--- src/design/pipt_pkg.sv ---
// shared types and constants of the point-in-polygon test unit
package pipt_pkg;

	localparam int MAX_VERTICES_DEF = 16;
	localparam int COORD_WIDTH_DEF  = 32;
	localparam int FIELD_COORD_W    = 32;
	localparam int INDEX_W          = 4;
	localparam int VCOUNT_W         = 5;
	localparam int QUEUE_DEPTH      = 4;

	typedef enum logic {
		OP_WRITE = 1'b0,
		OP_TEST  = 1'b1
	} op_t;

	// one classified transaction as it sits in the queue
	typedef struct packed {
		op_t                              op;
		logic                             wr_en;
		logic [INDEX_W-1:0]               idx;
		logic signed [FIELD_COORD_W-1:0]  x;
		logic signed [FIELD_COORD_W-1:0]  y;
		logic [VCOUNT_W-1:0]              n;
	} item_t;

endpackage

--- src/design/pipt_queue.sv ---
// short fifo between front end and back end
module pipt_queue #(
	parameter int DEPTH = pipt_pkg::QUEUE_DEPTH
) (
	input  logic            clk,
	input  logic            arst_n,
	input  logic            push,
	input  pipt_pkg::item_t push_item,
	output logic            full,
	input  logic            pop,
	output logic            head_valid,
	output pipt_pkg::item_t head_item
);

	localparam int PW = (DEPTH > 1) ? $clog2(DEPTH) : 1;
	localparam int CW = $clog2(DEPTH + 1);

	pipt_pkg::item_t entries_q [DEPTH];
	logic [PW-1:0]   wr_ptr_q;
	logic [PW-1:0]   rd_ptr_q;
	logic [CW-1:0]   fill_q;

	assign full       = (fill_q == CW'(DEPTH));
	assign head_valid = (fill_q != '0);
	assign head_item  = entries_q[rd_ptr_q];

	always_ff @(posedge clk) begin
		if (push) begin
			entries_q[wr_ptr_q] <= push_item;
		end
	end

	always_ff @(posedge clk or negedge arst_n) begin
		if (!arst_n) begin
			wr_ptr_q <= '0;
			rd_ptr_q <= '0;
			fill_q   <= '0;
		end else begin
			if (push) begin
				wr_ptr_q <= (wr_ptr_q == PW'(DEPTH - 1)) ? '0 : wr_ptr_q + 1'b1;
			end
			if (pop) begin
				rd_ptr_q <= (rd_ptr_q == PW'(DEPTH - 1)) ? '0 : rd_ptr_q + 1'b1;
			end
			if (push && !pop) begin
				fill_q <= fill_q + 1'b1;
			end else if (pop && !push) begin
				fill_q <= fill_q - 1'b1;
			end
		end
	end

endmodule

--- config.mk ---
export PLATFORM = sky130hd
export DESIGN_NAME = pipt_queue
export DESIGN_NICKNAME = d
export VERILOG_FILES = /design/src/design/pipt_pkg.sv /design/src/design/pipt_queue.sv
export SDC_FILE = /design/constraint.sdc
export NUM_CORES = 1
export LEC_CHECK = 0
export BUFFER_PORTS_ARGS = -buffer_cell sky130_fd_sc_hd__buf_4
export CAP_MARGIN = 30
export CORE_MARGIN = 8
export CORE_UTILIZATION = 45
export DETAILED_ROUTE_END_ITERATION = 6
export PLACE_DENSITY = 0.66
export SLEW_MARGIN = 20
export SYNTH_ARGS = -nofsm -noshare
export SYNTH_HDL_FRONTEND = slang
export SYNTH_SLANG_ARGS = --single-unit
--- constraint.sdc ---
create_clock -name clk -period 4 [get_ports clk]
set_input_delay 0.6 -clock clk [delete_from_list [all_inputs] [get_ports clk]]
set_output_delay 0.6 -clock clk [all_outputs]
set_load 0.02 [all_outputs]
======== Yosys cells after proc, flatten, opt, wreduce, memory -nomap -nowiden ========
Memories as Yosys holds them, arrays and structs flattened.
Cells that the tools add are included.
word-level totals
  register bits ........................... 7
  bits in writable memories ............... 300
  bits of input ports ..................... 79
  memories ................................ 1
memories
  memory     depth  width  rd ports  clocked after Yosys merged registers in  write ports  RTL line          text
  entries_q  4      75     1         0                                        1            pipt_queue.sv:18  pipt_pkg::item_t entries_q [DEPTH];
operators by class
  $add $sub $neg .......................... 4
  equality and inequality tests ........... 3
  muxes and demuxes ....................... 6
  reductions and logical operators ........ 6
operator list
  cell                 count
  $mux 3               2
  $add 2x1->2 const B  2
  $eq 2x2->1 const B   2
  $mux 2               2
  $add 3x1->3 const B  1
  $eq 3x3->1 const B   1
  $reduce_bool 3->1    1
  $sub 3x1->3 const B  1
  $logic_and 1x1->1    2
  $logic_not 1->1      2
  $mux 1               2
  $reduce_bool 2->1    1

======== Longest topological paths before layout ========
  depth after elaboration ................. 4
  depth in mapped cells ................... 7
  gate-level depth less buffers ........... 7

======== Least setup slack after synthesis ========
OpenSTA, ideal clock, no wires.
  path type ............................... register to register
  from .................................... register wr_ptr_q[0]
  to ...................................... memory entries_q[0][0] (netlist name) (enable)
  data arrival time ....................... 2,375 ps
  required time ........................... 3,559 ps
  setup slack ............................. 1,183 ps
  stages on the path, launching flop included .. 4
  path buffers ............................ 0
  cell sequence ........................... dfrtp_1 inv_1 ha_1 and2_1
RTL lines
  item                      RTL line          text
  start: declaration        pipt_queue.sv:19  logic [PW-1:0] wr_ptr_q;
  start signal: assignment  pipt_queue.sv:40  wr_ptr_q <= (wr_ptr_q == PW'(DEPTH - 1)) ? '0 : wr_ptr_q + 1'b1;
  end: declaration          pipt_queue.sv:18
No word-level cell before the write port.

==> flow_summary.ini <==
[pwr]
ir_drop_uv = 423
finalPower_mw = 10.4
p_leak_nw = 4.73
powerDensity_mw_per_mm2 = 752

[clock_tree]
cts_inserted_buffers = 31
clkSinkCount = 307
path_clk_slew_ps = 60
insertion_delay_ps = 540
post_cts_buffers = 0
cts_max_level = 1
cts_buffer_depth = 3
cts_tree = yes
clockRootBuffer = clkbuf_16

[finish]
post-route-util_pct = 55.5
final_layout_size_suffix_gt1_share_pct = 46.6
stdcell_count = 969
n_fill_cell = 1873
num_antenna_cells = 0
num-nets-final = 701
area_growth_syn_to_layout_pct = 22.6

[logic_synthesis]
synth-seq-cells = 307
yosys.area.top_type_share_pct = 80.0
ys.flop_type = edfxtp_1
syn-cell-area_sq_mm = 0.0113
synthArstFlopShare_pct = 2.28
synthCells = 429
ys_top_cells_by_area = edfxtp_1, mux4_2, dfrtp_1, ha_1, buf_12
yosysSeqAreaShare_pct = 81.5
syn_area_per_cell_sq_um = 26.3
yosysWarningCount = 0
synth.distinct_cells = 21
synth-edff-count = 300
synth_fp_nets = 515
synth_top_cell_by_area = edfxtp_1
synth_common_cells = edfxtp_1, mux4_2, dfrtp_1
yosysMostFrequentCell = edfxtp_1

[timing]
max_clock_freq_ghz = 0.310
setup_tns_ps = 0
rsz0062_at_grt = no
setup_violations = 0
timing.slew.headroom_pct = 40.2
slew_violations = 0
min_period_ps = 3220
skew_ps = 11.4
worstMarginPinSlew_ps = 896
finalCritPeriodShare_pct = 80.6
timing_hold_violations_final = 0

[setup_path]
r2r_cells = 4
endpoint_kind = output port
path_cells = buf_4, mux4_2, buf_4
critical_path_class = register to output port
cp_slowest_cell = dfrtp_4
required_ps = 3400
cp-start-kind = register
critPathArrivalTime_ps = 2620
r2r_slack_ps = 1890
worst_path_largest_cell_delay_ps = 880
path_common_cell = buf_4
cp_max_fo = 36

[route]
vias = 5097
drt_pre_antenna_iters = 4
wl_met3_microns = 1530
drtIter0Drc = 329
wl_met2_microns = 10800
wl_per_cell_microns = 22.1
via_per_inst = 5.26
wl_met1_microns = 8780
routed_wl_microns = 21400
drc = 0
highest_layer = met4
final_antenna_net_count = 0

[global_route]
grt_pass1_vias = 5642
antenna_found_initial = 0
grt_pass1_wl_microns = 32900
globalRouteTotalUtil_pct = 14.0
grt_max_degree = 61
overflow = 0

[floorplanning]
start_util_pct = 45.2
die_h_microns = 174
die_w_microns = 174
dieArea_sq_mm = 0.0303
io_pins = 156
core_sq_mm = 0.0249
num_rows = 58

[worst_hold_path]
hp-class = input port to register
hold_depth = 1

[placement]
gp_congestion = 0.679
port_buffers = 155
dpl.hpwl_microns = 13300
dp.cells = 910

[outcome]
outcome = complete, no violations

[run]
maxCapViolCount = 0
[timing repair]
item                                   4_1_cts  5_1_grt
gates resized for setup                      0        0
endpoints found under the hold margin        7        0
hold buffers                                 1        0
[state kept, by name (all words and copies together) (netlist names)]
| register | count |
|---|---|
| entries_q | 300 |
| fill_q | 3 |
| rd_ptr_q | 2 |
| wr_ptr_q | 2 |
[worst max-delay path: cells and delay by family (launching register included)]
kind / cells / cell delay [ps]
multiplexers: 1 / 580
buffers and inverters: 2 / 630
flip-flops: 1 / 880
[path summary, 6_finish.rpt]
path                                         start                          to
setup / recovery           rd_ptr_q[0]$_DFFE_PN0P_               head_item[28]
hold / removal                       push_item[15]  entries_q[3][15]$_DFFE_PP_
setup reg to reg           wr_ptr_q[1]$_DFFE_PN0P_   entries_q[1][9]$_DFFE_PP_
hold reg to reg              fill_q[2]$_DFFE_PN0P_       fill_q[2]$_DFFE_PN0P_
max in group asynchronous                   arst_n     rd_ptr_q[1]$_DFFE_PN0P_
min in group asynchronous                   arst_n       fill_q[1]$_DFFE_PN0P_
[cells in the final DEF, fill, tap and decap left out]
master | Yosys | routed
edfxtp_1 | 300 | 300
inv_1 | 4 | 4
dlygate4sd3_1 | 0 | 1
xor2_1 | 2 | 2
inv_6 | 0 | 1
and2_4 | 0 | 4
o21ai_0 | 2 | 2
xnor2_1 | 1 | 1
clkinvlp_4 | 0 | 2
mux4_2 | 75 | 75
ha_1 | 6 | 6
nand2_1 | 2 | 2
clkbuf_1 | 0 | 6
or3_1 | 1 | 1
mux2_2 | 3 | 3
buf_12 | 3 | 1
dfrtp_4 | 0 | 2
clkbuf_16 | 0 | 31
clkinv_1 | 0 | 6
buf_4 | 4 | 168
nor2_1 | 3 | 3
nor3b_1 | 1 | 1
dfrtp_1 | 7 | 5
bufinv_16 | 0 | 3
fa_1 | 1 | 1
clkinv_2 | 0 | 8
[cell type report]
type | instances | area [sq um] | share of cell area (%)
clock buffer | 37 | 798 | 5.78
sequential | 307 | 9190 | 66.6
inverter | 4 | 15.0 | 0.109
multi-input combinational | 101 | 1920 | 13.9
timing repair buffer | 170 | 1290 | 9.35
clock inverter | 20 | 176 | 1.28
tap | 330 | 413 | 2.99
[through the flow]
step / area (sq um) / worst slack [ps] / hold slack (ps)
after floorplan: 11300 / 1180 / 304
after global placement: 12800 / 1230 / 416
after detailed placement: 12800 / 1220 / 423
after CTS: 13800 / 639 / 232
after global routing: 13800 / 556 / 236
final: 13800 / 776 / 262
[report_power, final]
group          switching (mW)  leakage [nW]  total (mW)  internal, mW
Sequential              0.303          2.84        4.43          4.13
Clock                    1.14         0.477        2.75          1.61
Combinational            1.68          1.42        3.21          1.52
[cell families (layout without fill, tap and decap cells)]
logic type	after synthesis	in the layout	share of synthesized area (%)
flip-flops	307	307	81.5
AO/OA/AOI/OAI	2	2	0.0889
multiplexers	78	78	15.3
AND/OR/NAND/NOR	11	11	0.511
XOR/XNOR	3	3	0.233
buffers and inverters	21	231	1.49
adder cells (fa/ha/maj)	7	7	0.844
[metal layers]
| layer | track usage, % | vias up |
|---|---|---|
| met3 | 3.51 | 24 |
| met5 | 0 | - |
| met2 | 23.9 | 180 |
| li1 | - | 2209 |
| met4 | 3.14 | 0 |
| met1 | 17.7 | 2684 |
(Power assumes the default switching activity.)
